$ cat src/rtl/hdb_pkg.sv
`default_nettype none

package hdb_pkg;

    // Row kinds carried on the input request
    localparam logic [1:0] KIND_VALUE = 2'd0;
    localparam logic [1:0] KIND_NULL  = 2'd1;
    localparam logic [1:0] KIND_NOP   = 2'd2;
    localparam logic [1:0] KIND_UNSUP = 2'd3;

    // Result status codes
    typedef enum logic [2:0] {
        ST_MATCH = 3'd0,
        ST_NEW   = 3'd1,
        ST_NULL  = 3'd2,
        ST_NOP   = 3'd3,
        ST_UNSUP = 3'd4,
        ST_ABORT = 3'd5
    } t_status;

    // Configuration register indexes and port widths
    localparam int CFG_IDX_W  = 2;
    localparam int CFG_DATA_W = 11;
    localparam logic [CFG_IDX_W-1:0] CFG_BUCKET_BITS    = 2'd0;
    localparam logic [CFG_IDX_W-1:0] CFG_DISTINCT_LIMIT = 2'd1;

    // Verdict of the chain compare unit on one entry
    typedef struct packed {
        logic linked;   // entry belongs to the bucket being walked
        logic hit;      // linked and the key is equal
    } t_probe;

endpackage

`default_nettype wire

$ cat src/rtl/hdb_probe.sv
`default_nettype none

module hdb_probe #(
    parameter int KEY_WIDTH = 64,
    parameter int BKT_W     = 10
) (
    input  wire logic                 i_check_bucket,
    input  wire logic [KEY_WIDTH-1:0] i_entry_key,
    input  wire logic [BKT_W-1:0]     i_entry_bucket,
    input  wire logic [KEY_WIDTH-1:0] i_key,
    input  wire logic [BKT_W-1:0]     i_bucket,
    output hdb_pkg::t_probe           o_result
);

    import hdb_pkg::*;

    logic bucket_eq;
    logic key_eq;

    // A chain head read from the bucket store is only trusted when the
    // entry it names was linked into this same bucket in the current column
    assign bucket_eq = (i_entry_bucket == i_bucket);
    assign key_eq    = (i_entry_key == i_key);

    assign o_result.linked = !i_check_bucket || bucket_eq;
    assign o_result.hit    = o_result.linked && key_eq;

endmodule

`default_nettype wire

$ cat config.mk
export PLATFORM = sky130hd
export DESIGN_NAME = hdb_probe
export DESIGN_NICKNAME = d
export VERILOG_FILES = /design/src/rtl/hdb_pkg.sv /design/src/rtl/hdb_probe.sv
export SDC_FILE = /design/constraint.sdc
export NUM_CORES = 1
export LEC_CHECK = 0
export ABC_CLOCK_PERIOD_IN_PS = 1050
export BUFFER_PORTS_ARGS = -buffer_cell sky130_fd_sc_hd__buf_2
export CAP_MARGIN = 10
export CORE_AREA = 2 2 61 63
export DETAILED_ROUTE_END_ITERATION = 10
export DIE_AREA = 0 0 63 65
export GPL_ROUTABILITY_DRIVEN = 0
export GPL_TIMING_DRIVEN = 1
export PLACE_DENSITY_LB_ADDON = 0.25
export SYNTH_ARGS = -nofsm -noshare
export SYNTH_HDL_FRONTEND = slang
export SYNTH_SLANG_ARGS = --single-unit
$ cat constraint.sdc
create_clock -name vclk -period 1.05
set_clock_uncertainty 0.05 [all_clocks]
set_input_delay 0.1575 -clock vclk [all_inputs]
set_output_delay 0.1575 -clock vclk [all_outputs]
set_load 0.01 [all_outputs]
==> reports/qor.csv <==
metric,value,unit
cp.required,0.84,ns
ant_nets,0,
place_area,1640,um2
max_freq,655,MHz
synthMuxAreaShare,0,%
post-synth-top-count-cell,xnor2_1,
met1_usage,12.6,%
firstDrtPassIters,3,
antenna_found_initial,0,
grt_pass1_vias,1209,
io_buffers,151,
diodes,0,
start_util,23.4,%
nets,402,
synth_warnings,0,
die_area,4100,um2
grt_setup_unrepaired,true,
syn2layout_area_growth,113,%
min_period_over_period,145,%
synth-compound-area-share,1.99,%
critPathCaptureType,primary output,
drc_errors,0,
vias,1276,
routed_via_density,4.27,
place_hpwl,2830,um
relSlewSlack,79.4,%
hp-class,in -> out,
synth_cell_type_count,7,
rows,22,
min_from,i_check_bucket,
power.share.sequential,0,%
yosysSeqAreaShare,0,%
overflow,0,
seqCellArea,0,um2
setup_ws,-0.476,ns
arrival,1.32,ns
ir_drop,0.000160,V
routed_wl,3040,um
period_needed,1.53,ns
clkPwrFrac,0,%
intPower,0.399,mW
fin_area,1740,um2
grt_pass1_wl,4580,um
die_h,65,um
maxCapViolations,0,
violations,setup timing,
worstSetupPathType,in -> out,
synthXorXnorAreaFrac,79.3,%
setup_tns,-0.789,ns
drv_slew,0,
synth_area_leaders,"xnor2_1, xor2_1, nand4_1",
power_frac_comb,100.0,%
clkbuf_count,0,
multi_input_area,865,um2
drive_gt1_share,63.3,%
avgSynthCellArea,8.25,um2
die_x,63,um
synth_area,817,um2
grtUsageMet3,3.47,%
wire_per_inst,10.2,um
startpoint_type,input port,
netlist_top_cells_count,"xnor2_1, xor2_1, nand4_1",
setup_viol,2,
powerDensity,361,nW/um2
met2_usage,28.9,%
grt.busiest_layer,met2,
synth_nets,248,
worstMarginPinSlew,0.307,ns
fill_cells,385,
startpoint,i_entry_bucket[5],
synthAdderAreaFrac,0,%
switchingPower,0.230,mW
num_io_pins,151,
synth_top_cell_by_area,xnor2_1,
grt_start_max_net_pins,3,
synth_top_family_by_area,XOR/XNOR gates,
p_sw_share,36.6,%
status,"finished, violations left",
track_usage,13.5,%
core_area,3500,um2
synth_simple_gate_area_share,18.7,%
leakage,0.892,nW
cp_max_fo,2,
synth_top_area_share,42.9,%
synth_cells,99,
seq_cell_count,0,
drt_iter0_markers,8,
final_hold_viol_count,0,
## cell type report
type	count	area share [%]
well taps	48	3.44
multi-input cells	99	49.6
repair buffers	152	47.0
## metrics by stage
stage                     util [%]  total power [mW]  hold WS, ns  worst slack (ns)  cells
after CTS                     49.5             0.630        0.613            -0.482    299
final                         49.9             0.629        0.619            -0.476    299
after global placement        47.0             0.585        0.544            -0.513    298
after floorplan                  -             0.249        0.308            -0.282     99
after detailed placement      47.0             0.592        0.548            -0.557    298
after global routing          49.9             0.692        0.632            -0.606    299
## worst paths after layout
check / slack (ns) / depth (start not counted) / end
worst min-delay path: 0.62 / 4 / o_result[1]
worst max-delay path: -0.48 / 7 / o_result[0]
## per-layer routing
layer | wire (um) | vias to the layer above
li1 | - | 650
met1 | 935 | 536
met2 | 1700 | 86
met3 | 382 | 4
met4 | 28 | 0
met5 | 0 | -
## timing repair
action / CTS / global route
pin swaps: 5 / 3
hold buffers: 0 / 0
cloned: 0 / 0
endpoints found under the setup margin: 2 / 2
gates resized for setup: 12 / 2
setup buffers: 1 / 0
## cells in the final DEF (no fill, tap or decap)
master	instances
xor2_1	34
xnor2_2	4
nor3_2	1
buf_6	9
buf_2	142
buf_4	1
nor4_1	9
xnor2_1	36
nand3_1	1
o41ai_4	1
nand4_1	12
nor4_2	1
## power by group through the flow
stage          Sequential [mW]  Clock, mW  Combinational, mW
6_report                     0          0              0.629
5_1_grt                      0          0              0.692
4_1_cts                      0          0              0.630
3_5_place_dp                 0          0              0.592
3_3_place_gp                 0          0              0.585
2_1_floorplan                0          0              0.249
## logic make-up after synthesis
group | count (synthesis)
xor gates and xnor gates | 74
and+or+nand+nor | 24
AOI/OAI and AO/OA | 1
## critical path, cell delays in order
cell and delay, ns:
buf_6 0.09, xnor2_2 0.13, nand4_1 0.17, o41ai_4 0.35
nand3_1 0.15, nor3_2 0.12, buf_2 0.15
(Power assumes the default switching activity.)
