<file path="config.mk">
export PLATFORM = sky130hd
export DESIGN_NAME = hdb_ram
export DESIGN_NICKNAME = d
export VERILOG_FILES = /design/src/rtl/hdb_ram.sv
export SDC_FILE = /design/constraint.sdc
export NUM_CORES = 1
export LEC_CHECK = 0
export BUFFER_PORTS_ARGS = -buffer_cell sky130_fd_sc_hd__buf_4
export CAP_MARGIN = 5
export CORE_MARGIN = 2
export CORE_UTILIZATION = 36
export CTS_CLUSTER_DIAMETER = 80
export DETAILED_ROUTE_END_ITERATION = 8
export GPL_ROUTABILITY_DRIVEN = 0
export PLACE_DENSITY_LB_ADDON = 0.3
export SKIP_CTS_REPAIR_TIMING = 1
export SYNTH_ARGS = -nofsm -noshare
export SYNTH_HDL_FRONTEND = slang
export SYNTH_SLANG_ARGS = --single-unit
</file>
<file path="constraint.sdc">
create_clock -name i_clk -period 3 [get_ports i_clk]
set_input_delay 0.45 -clock i_clk [delete_from_list [all_inputs] [get_ports i_clk]]
set_output_delay 0.45 -clock i_clk [all_outputs]
set_load 0.005 [all_outputs]
</file>
<file path="src/rtl/hdb_ram.sv">
`default_nettype none

module hdb_ram #(
    parameter int WIDTH = 8,
    parameter int DEPTH = 16
) (
    input  wire logic                     i_clk,
    input  wire logic                     i_we,
    input  wire logic [$clog2(DEPTH)-1:0] i_waddr,
    input  wire logic [WIDTH-1:0]         i_wdata,
    input  wire logic [$clog2(DEPTH)-1:0] i_raddr,
    output logic      [WIDTH-1:0]         o_rdata
);

    logic [WIDTH-1:0] r_mem [DEPTH];

    // One write port, one registered read port
    always_ff @(posedge i_clk) begin
        if (i_we) begin
            r_mem[i_waddr] <= i_wdata;
        end
        o_rdata <= r_mem[i_raddr];
    end

endmodule

`default_nettype wire

</file>
==> results.sh, run 1 <==
export IMPL_routedWlPerCell_um=21.54
export IMPL_synth_edf_count=128
export IMPL_antenna_found_initial=0
export IMPL_clk_latency_ns=0.41
export IMPL_synth_area_per_cell_um2=22.48
export IMPL_core_mm2=0.01393
export IMPL_crit_slowest_cell="nor2_1"
export IMPL_outcome="complete, no violations"
export IMPL_worst_slack_ns=1.262
export IMPL_synth_top_flop_cell="edfxtp_1"
export IMPL_p_leak_nw=2.112
export IMPL_max_stage_delay_ns=0.68
export IMPL_clkSinkCount=136
export IMPL_dr_pass1_iters=5
export IMPL_clockBufferDepth=2
export IMPL_crit_path_start_kind="input port"
export IMPL_final_min_clock_period_ns=1.738
export IMPL_ant_nets=0
export IMPL_synth_top_cell_by_area="edfxtp_1"
export IMPL_crit_arrival_ns=1.77
export IMPL_diodes=0
export IMPL_reg2reg_depth=3
export IMPL_hold_path_depth=1
export IMPL_worstPathCellList="buf_4 -> or3b_2 -> nor2_1"
export IMPL_cp_top_family="simple AND/OR/NAND/NOR gates"
export IMPL_die_h_um=123.6
export IMPL_fmax_mhz=575.5
export IMPL_io_buffers=25
export IMPL_drt_iter0_drc=153
export IMPL_path_clk_slew_ns=0.05
export IMPL_cts_root_buffer="clkbuf_16"
export IMPL_grt_usage_pct=14.74
export IMPL_hp_class="input port to flop"
export IMPL_reg2reg_from="r_mem[9][1]$_DFFE_PP_"
export IMPL_max_cap_violations=0
export IMPL_synth_compound_area_share_pct=2.333
export IMPL_drv_slew=0
export IMPL_critical_path_class="input port to flop"
export IMPL_slew_headroom_pct=42.21
export IMPL_placementRows=43
export IMPL_num_nets_final=294
export IMPL_end_kind="flop"
export IMPL_synth_area_mm2=0.005147
export IMPL_critPathBufInv=1
export IMPL_synth_common_cells="edfxtp_1 (128), mux4_2 (18), a22oi_1 (16)"
export IMPL_rrSetupSlack_ns=1.64
export IMPL_synthXorXnorAreaFrac_pct=0
export IMPL_path_max_fanout=8
export IMPL_cts_tree="done"
export IMPL_dpl_hpwl_mm=6.184
export IMPL_yosys_top_cells_area="edfxtp_1 (75%), mux4_2 (7.9%), mux4_1 (7.1%)"
export IMPL_final_hold_viol_count=0
export IMPL_yosysUniqueCellTypes=19
export IMPL_synthAdderAreaFrac_pct=0
export IMPL_syn_inst=229
export IMPL_area_delta_synth_final_pct=21.49
export IMPL_min_delay_start="i_wdata[7]"
export IMPL_seq_area_frac_synth_pct=77.78
export IMPL_setup_viol=0
export IMPL_yosys_area_share_simple_pct=3.184
export IMPL_synth_nets=247
export IMPL_synthArstFlopShare_pct=0
export IMPL_dp_slack_ns=0.7684
export IMPL_drc=0
export IMPL_fin_setup_tns_ns=0
export IMPL_vias=2402
export IMPL_vias_per_cell=5.122
export IMPL_grt_pass1_vias=2514
export IMPL_power_total_mw=4.715
export IMPL_tightest_slew_ns=0.8636
export IMPL_wirelength_mm=10.10
export IMPL_h_tree_depth=4
export IMPL_initial_core_util_pct=36.94
export IMPL_rsz0062_at_grt="no"
export IMPL_synth_mux_area_fraction_pct=15.02
export IMPL_peakVddDrop_mv=0.4723
export IMPL_num_io_pins=26
export IMPL_fin_worst_skew_ns=0.005267
export IMPL_power_density_mw_per_mm2=753.9
export IMPL_grt_ovfl_total=0
export IMPL_fillers=1148
export IMPL_ys_ff_latch=136
export IMPL_die_w_um=123.6
export IMPL_timing_rr_end="o_rdata[1]$_DFF_P_"
export IMPL_crit_required_ns=3.03
export IMPL_fin_crit_sh_pct=57.92
export IMPL_grt_pass1_wl_mm=15.46
export IMPL_ys_warnings_count=0
export IMPL_die_area_mm2=0.01527
export IMPL_synth_top_family_by_area="multiplexers"
export IMPL_cts_buffers=17
export IMPL_grt_start_max_net_pins=33
export IMPL_min_to="r_mem[10][7]$_DFFE_PP_"
export IMPL_final_layout_size_suffix_gt1_share_pct=30.10
export IMPL_synth_most_common_cell="edfxtp_1"
export IMPL_yosysTopAreaCellShare_pct=74.67
-- worst max-delay path by stage --
stage                     from                     to  slack [ns]  cells past startpoint
finish              i_waddr[2]  r_mem[1][2]$_DFFE_PP_        1.26                      3
detailed placement  i_waddr[2]  r_mem[2][1]$_DFFE_PP_        0.77                      3
global route        i_raddr[0]     o_rdata[1]$_DFF_P_        1.16                      4
global placement    i_waddr[2]  r_mem[1][1]$_DFFE_PP_        0.82                      3
floorplan           i_waddr[2]  r_mem[0][0]$_DFFE_PP_        1.06                      2
CTS                 i_waddr[2]  r_mem[2][3]$_DFFE_PP_        1.20                      3
-- layout by cell type (no fill, tap or decap) --
master      count
a22oi_1        16
and2_1          1
and2b_1         1
buf_4          38
bufinv_16       7
clkbuf_1        1
clkbuf_16      17
clkinv_1        1
clkinv_2        3
clkinv_4        1
clkinvlp_4      2
dfxtp_1         8
edfxtp_1      128
mux4_1         14
mux4_2         18
nand2_1         9
nand2b_1        2
nand3_1         1
nand3b_1        2
nor2_1         13
nor2b_1         1
nor3_1          4
or3b_2          1
-- state kept, by name, summed over array words and instances, names as in the netlist --
register and cells:
r_mem 128, o_rdata 8
-- power breakdown --
| part | internal, mW | total, mW | switching [mW] |
|---|---|---|---|
| clock network | 1.63 | 2.38 | 0.741 |
| logic | 0.0914 | 0.200 | 0.108 |
| registers | 2.12 | 2.14 | 0.0142 |
-- final cells by class --
class                   instances  area (um^2)  share of cell area (%)
flip-flops and latches        136         4004                   64.03
multi-input cells              83         1057                   16.91
clock buffers                  18        429.2                   6.863
repair buffers                 38        285.3                   4.562
clock inverters                14        252.7                   4.042
well taps                     180        225.2                   3.601
-- worst register-to-register path, cell delays in order, from the launching register on --
cell      delay (ns)
edfxtp_1        0.36
mux4_1          0.51
a22oi_1         0.30
nand2_1         0.08
-- stage by stage --
step | utilization, % | cells | cell area (um^2) | hold WS [ns]
after floorplan | - | 229 | 5147 | 0.5489
after global placement | 39.98 | 437 | 5572 | 0.6670
after detailed placement | 39.98 | 437 | 5572 | 0.6584
after CTS | 44.88 | 469 | 6254 | 0.3204
after global routing | 44.88 | 469 | 6254 | 0.3483
final | 44.88 | 469 | 6254 | 0.3352
-- kinds of logic (layout without fill, tap and decap cells) --
kind of cell           Yosys count  after routing
flip-flops                     136            136
AND/OR/NAND/NOR                 35             35
multiplexers                    32             32
AO/OA/AOI/OAI                   16             16
buffers and inverters           10             70
-- routing by layer --
layer	GRT usage, %	up-vias	share of wire [%]
met1	20.74	1266	46
met3	4.579	7	5.5
li1	-	1068	-
met4	4.474	0	0.79
met2	22.18	61	48
met5	0	-	0
Note: power is estimated with default switching activity, not from simulation.
==> inputs of run 2 (changes only) <==
==> constraint.sdc (replaced) <==
create_clock -name i_clk -period 1.71 [get_ports i_clk]
set_input_delay 0.2565 -clock i_clk [delete_from_list [all_inputs] [get_ports i_clk]]
set_output_delay 0.2565 -clock i_clk [all_outputs]
set_load 0.005 [all_outputs]
==> results.sh, run 2 (synthesized netlist as in run 1, its figures left out) <==
export IMPL_outcome="complete, no violations"
export IMPL_die_area_mm2=0.01527
export IMPL_placementRows=43
export IMPL_final_common_cell="edfxtp_1"
export IMPL_regMostFlops="r_mem"
export IMPL_power_density_mw_per_mm2=1175
export IMPL_dp_slack_ns=-0.004978
export IMPL_drc=0
export IMPL_fin_crit_sh_pct=80.87
export IMPL_clk_latency_ns=0.41
export IMPL_top_regs="r_mem: 128 flops, o_rdata: 8 flops"
export IMPL_cts_root_buffer="clkbuf_16"
export IMPL_clkSinkCount=136
export IMPL_min_delay_start="i_wdata[1]"
export IMPL_cp_top_family="multiplexers"
export IMPL_setup_viol=0
export IMPL_reg2reg_depth=3
export IMPL_final_min_clock_period_ns=1.383
export IMPL_peakVddDrop_mv=0.5523
export IMPL_clockBufferDepth=2
export IMPL_drt_iter0_drc=186
export IMPL_initial_core_util_pct=36.94
export IMPL_final_layout_size_suffix_gt1_share_pct=33.33
export IMPL_fin_worst_skew_ns=0.008285
export IMPL_grt_pass1_wl_mm=15.31
export IMPL_final_hold_viol_count=0
export IMPL_area_delta_synth_final_pct=21.93
export IMPL_max_cap_violations=0
export IMPL_cts_buffers=17
export IMPL_grt_usage_pct=14.80
export IMPL_cts_tree="done"
export IMPL_routedWlPerCell_um=20.64
export IMPL_fillers=1170
export IMPL_path_clk_slew_ns=0.05
export IMPL_worstPathCellList="mux4_1 -> a22oi_1 -> nand2_1"
export IMPL_hold_path_depth=1
export IMPL_min_to="r_mem[3][1]$_DFFE_PP_"
export IMPL_num_nets_final=306
export IMPL_wirelength_mm=9.906
export IMPL_layout_common_cells="edfxtp_1 (128), buf_4 (44), mux4_2 (18), clkbuf_16 (17), a22oi_1 (16)"
export IMPL_end_kind="flop"
export IMPL_crit_arrival_ns=1.67
export IMPL_grt_ovfl_total=0
export IMPL_worst_slack_ns=0.3271
export IMPL_crit_slowest_cell="mux4_1"
export IMPL_rrSetupSlack_ns=0.33
export IMPL_critPathBufInv=0
export IMPL_antenna_found_initial=0
export IMPL_slew_headroom_pct=50.90
export IMPL_path_max_fanout=1
export IMPL_vias=2421
export IMPL_grt_pass1_vias=2550
export IMPL_final_util_pct=45.04
export IMPL_drv_slew=0
export IMPL_vias_per_cell=5.044
export IMPL_critical_path_class="flop to flop"
export IMPL_die_h_um=123.6
export IMPL_tightest_slew_ns=0.7350
export IMPL_max_stage_delay_ns=0.51
export IMPL_diodes=0
export IMPL_grt_start_max_net_pins=17
export IMPL_timing_rr_end="o_rdata[0]$_DFF_P_"
export IMPL_ant_nets=0
export IMPL_dr_pass1_iters=4
export IMPL_reg2reg_from="r_mem[1][0]$_DFFE_PP_"
export IMPL_core_mm2=0.01393
export IMPL_h_tree_depth=4
export IMPL_largest_register_ffs=128
export IMPL_rsz0062_at_grt="no"
export IMPL_crit_required_ns=1.99
export IMPL_num_io_pins=26
export IMPL_power_total_mw=7.375
export IMPL_fmax_mhz=723.1
export IMPL_hp_class="input port to flop"
export IMPL_dpl_hpwl_mm=6.657
export IMPL_p_leak_nw=2.140
export IMPL_io_buffers=25
export IMPL_crit_path_start_kind="flop"
export IMPL_die_w_um=123.6
-- run 2: cell types whose count changed in the layout (fill, tap and decap cells not counted) --
| cell | previous run | this run |
|---|---|---|
| buf_4 | 38 | 44 |
| clkinv_2 | 3 | 7 |
| clkinv_1 | 1 | 0 |
| buf_12 | 0 | 6 |
| nor3_2 | 0 | 1 |
| nor3_1 | 4 | 3 |
| clkinv_4 | 1 | 0 |
| bufinv_16 | 7 | 0 |
| clkbuf_8 | 0 | 4 |
-- run 2: how the worst max path moves through the flow --
stage,start,to,slack [ns],depth (start not counted)
after global placement,i_raddr[0],o_rdata[0]$_DFF_P_,0.009,5
after detailed placement,i_raddr[0],o_rdata[0]$_DFF_P_,-0.005,5
after CTS,r_mem[1][0]$_DFFE_PP_,o_rdata[0]$_DFF_P_,0.27,3
after floorplan,i_waddr[2],r_mem[3][0]$_DFFE_PP_,0.19,2
final,r_mem[1][0]$_DFFE_PP_,o_rdata[0]$_DFF_P_,0.33,3
after global routing,r_mem[1][0]$_DFFE_PP_,o_rdata[0]$_DFF_P_,0.23,3
-- run 2: final cells by class --
cell class,count,area [um^2],share of cell area [%]
clock buffers,22,484.2,7.715
clock inverters,9,50.05,0.7974
multi-input cells,83,1062,16.93
flip-flops and latches,136,4004,63.80
well taps,180,225.2,3.589
repair buffers,50,450.4,7.177
-- run 2: stage by stage --
step                hold slack (ns)  instance area (um^2)   TNS (ns)  cells
floorplan                    0.3554                  5152          0    229
global placement             0.5744                  5742          0    449
detailed placement           0.5812                  5742  -0.004978    449
CTS                          0.1429                  6276          0    480
global route                 0.1554                  6276          0    480
finish                       0.1590                  6276          0    480
-- run 2: power breakdown --
group / switching, mW / internal [mW]
registers: 0.0231 / 3.73
logic: 0.196 / 0.194
clock network: 1.26 / 1.97
-- run 2: per-layer routing --
metal | vias to the layer above | part of all wire, % | GRT usage [%]
met1 | 1269 | 45 | 19.91
met4 | 0 | 0.96 | 5.966
met3 | 10 | 4.2 | 4.808
met2 | 52 | 50 | 22.39
met5 | - | 0 | 0
li1 | 1090 | - | -
-- run 2: worst register-to-register path, delay by kind of cell (launching register included) --
| family | cells | cell delay [ns] |
|---|---|---|
| muxes | 1 | 0.51 |
| DFF | 1 | 0.35 |
| AOI/OAI and AO/OA | 1 | 0.28 |
| and+or+nand+nor | 1 | 0.12 |
==> inputs of run 3 (changes only) <==
--- a/config.mk
+++ b/config.mk
@@ -5,6 +5,7 @@
 export SDC_FILE = /design/constraint.sdc
 export NUM_CORES = 1
 export LEC_CHECK = 0
+export ABC_AREA = 1
 export BUFFER_PORTS_ARGS = -buffer_cell sky130_fd_sc_hd__buf_4
 export CAP_MARGIN = 5
 export CORE_MARGIN = 2
==> constraint.sdc (replaced) <==
create_clock -name i_clk -period 1.35 [get_ports i_clk]
set_input_delay 0.2025 -clock i_clk [delete_from_list [all_inputs] [get_ports i_clk]]
set_output_delay 0.2025 -clock i_clk [all_outputs]
set_load 0.005 [all_outputs]
==> results.sh, run 3 <==
export IMPL_clkSinkCount=136
export IMPL_min_delay_start="i_wdata[5]"
export IMPL_path_clk_slew_ns=0.06
export IMPL_synth_top_flop_cell="edfxtp_1"
export IMPL_setup_viol=0
export IMPL_crit_arrival_ns=0.92
export IMPL_antenna_found_initial=0
export IMPL_final_util_pct=43.85
export IMPL_vias_per_cell=4.583
export IMPL_vias=3795
export IMPL_synth_most_common_cell="nand2_1"
export IMPL_cp_top_family="flip-flops"
export IMPL_path_max_fanout=1
export IMPL_io_buffers=25
export IMPL_synth_area_mm2=0.005767
export IMPL_peakVddDrop_mv=0.8237
export IMPL_tightest_slew_ns=0.2984
export IMPL_fmax_mhz=887.4
export IMPL_slew_headroom_pct=80.08
export IMPL_reg2reg_depth=6
export IMPL_wirelength_mm=12.94
export IMPL_cts_tree="done"
export IMPL_top_regs="r_mem: 128 flops, o_rdata: 8 flops"
export IMPL_diodes=0
export IMPL_hp_class="input port to flop"
export IMPL_final_hold_viol_count=0
export IMPL_cp_depth=1
export IMPL_clockBufferDepth=2
export IMPL_num_nets_final=617
export IMPL_clk_latency_ns=0.42
export IMPL_p_int_mw=7.992
export IMPL_routedWlPerCell_um=15.62
export IMPL_comb_power_share_pct=6.1
export IMPL_worstSetupStartpoint="o_rdata[6]$_DFF_P_"
export IMPL_grt_usage_pct=16.48
export IMPL_power_density_mw_per_mm2=1459
export IMPL_max_stage_delay_ns=0.37
export IMPL_drv_slew=0
export IMPL_fin_worst_skew_ns=0.01161
export IMPL_regMostFlops="r_mem"
export IMPL_outcome="complete, no violations"
export IMPL_synthArstFlopShare_pct=0
export IMPL_rsz0062_at_grt="no"
export IMPL_crit_slowest_cell="dfxtp_1"
export IMPL_fin_setup_tns_ns=0
export IMPL_swShare_pct=20.76
export IMPL_cts_root_buffer="clkbuf_16"
export IMPL_end_kind="output pin"
export IMPL_final_common_cell="nand2_1"
export IMPL_grt_pass1_wl_mm=20.38
export IMPL_syn_inst=551
export IMPL_final_min_clock_period_ns=1.127
export IMPL_crit_path_start_kind="flop"
export IMPL_max_cap_violations=0
export IMPL_yosys_top_cells_area="edfxtp_1 (67%), nand2_1 (11%), nand3_1 (8.4%)"
export IMPL_drt_iter0_drc=299
export IMPL_h_tree_depth=4
export IMPL_synth_nets=569
export IMPL_largest_register_ffs=128
export IMPL_yosysTopAreaCellShare_pct=66.65
export IMPL_rrSetupSlack_ns=0.31
export IMPL_power_frac_clock_pct=46.8
export IMPL_dpl_cell_count=796
export IMPL_synth_top_cell_by_area="edfxtp_1"
export IMPL_seq_power_share_pct=47.1
export IMPL_initial_core_util_pct=36.57
export IMPL_ys_ff_latch=136
export IMPL_finalNonFillerCells=828
export IMPL_dpl_hpwl_mm=8.417
export IMPL_dp_slack_ns=0.01203
export IMPL_crit_required_ns=1.15
export IMPL_grt_start_max_net_pins=43
export IMPL_core_mm2=0.01577
export IMPL_seq_area_frac_synth_pct=69.43
export IMPL_drc=0
export IMPL_final_layout_size_suffix_gt1_share_pct=13.89
export IMPL_timing_rr_end="o_rdata[7]$_DFF_P_"
export IMPL_yosysUniqueCellTypes=12
export IMPL_grt_pass1_vias=3701
export IMPL_die_w_um=130.6
export IMPL_fin_crit_sh_pct=83.47
export IMPL_worst_slack_ns=0.2231
export IMPL_p_leak_nw=2.988
export IMPL_die_h_um=130.6
export IMPL_cts_buffers=17
export IMPL_synth_edf_count=128
export IMPL_critical_path_class="flop to output pin"
export IMPL_die_area_mm2=0.01705
export IMPL_dr_pass1_iters=4
export IMPL_grt_ovfl_total=0
export IMPL_synth_area_per_cell_um2=10.47
export IMPL_placementRows=46
export IMPL_critPathCapture="o_rdata[6]"
export IMPL_reg2reg_from="r_mem[15][7]$_DFFE_PP_"
export IMPL_num_io_pins=26
export IMPL_layout_common_cells="nand2_1 (173), edfxtp_1 (128), inv_1 (100), nand3_1 (97), buf_4 (50)"
export IMPL_area_delta_synth_final_pct=19.92
export IMPL_worstPathCellList="buf_4"
export IMPL_ys_warnings_count=0
export IMPL_ant_nets=0
export IMPL_synth_common_cells="nand2_1 (173), edfxtp_1 (128), inv_1 (100)"
export IMPL_switchingPower_mw=2.094
export IMPL_critPathBufInv=1
[run 3: changes by cell type after synthesis, sizes merged, moves of 2 or more]
| cell | change |
|---|---|
| nor3 | -4 |
| buf | +17 |
| nand2b | -2 |
| inv | +102 |
| nor2 | +4 |
| a22oi | -16 |
| clkdlybuf4s25 | -3 |
| nand3 | +96 |
| mux4 | -32 |
| nand2 | +164 |
[run 3: cell type report]
class	instances	area, um^2
fill	1525	8855
sequential	136	4004
multi-input combinational	289	1214
timing repair buffer	53	435.4
inverter	102	382.9
tap	216	270.3
clock buffer	17	425.4
clock inverter	15	183.9
[run 3: cells by family (layout without fill, tap and decap cells)]
logic type    after synthesis  after routing  share of synthesized area (%)
flops                     136            136                          69.43
buf+inv                   126            187                          9.525
simple gates              289            289                          21.05
[run 3: routing by layer]
layer / global-route usage (%) / wire length [um]
met1: 21.32 / 5729
met2: 27.39 / 6387
met3: 3.990 / 621
met4: 5.507 / 196
met5: 0 / 0
[run 3: worst min-delay path by stage]
stage / cells past startpoint / end / slack (ns)
floorplan: 0 / r_mem[0][0]$_DFFE_PP_ / 0.30
global placement: 1 / r_mem[5][1]$_DFFE_PP_ / 0.56
detailed placement: 3 / o_rdata[0]$_DFF_P_ / 0.56
CTS: 3 / o_rdata[0]$_DFF_P_ / 0.13
global route: 1 / r_mem[0][5]$_DFFE_PP_ / 0.12
finish: 1 / r_mem[0][5]$_DFFE_PP_ / 0.12
[run 3: power groups by stage]
stage | Sequential, mW | Combinational [mW] | Clock (mW)
global route | 4.76 | 0.686 | 5.01
finish | 4.75 | 0.616 | 4.72
floorplan | 4.83 | 0.333 | 0
detailed placement | 4.84 | 0.624 | 0
CTS | 4.75 | 0.628 | 4.77
global placement | 4.84 | 0.617 | 0
[run 3: stage by stage]
stage | total power, mW | hold slack [ns] | area (um^2)
2_1_floorplan | 5.167 | 0.3014 | 5767
3_3_place_gp | 5.459 | 0.5620 | 6306
3_5_place_dp | 5.466 | 0.5633 | 6306
4_1_cts | 10.16 | 0.1298 | 6915
5_1_grt | 10.45 | 0.1246 | 6915
6_report | 10.09 | 0.1232 | 6915
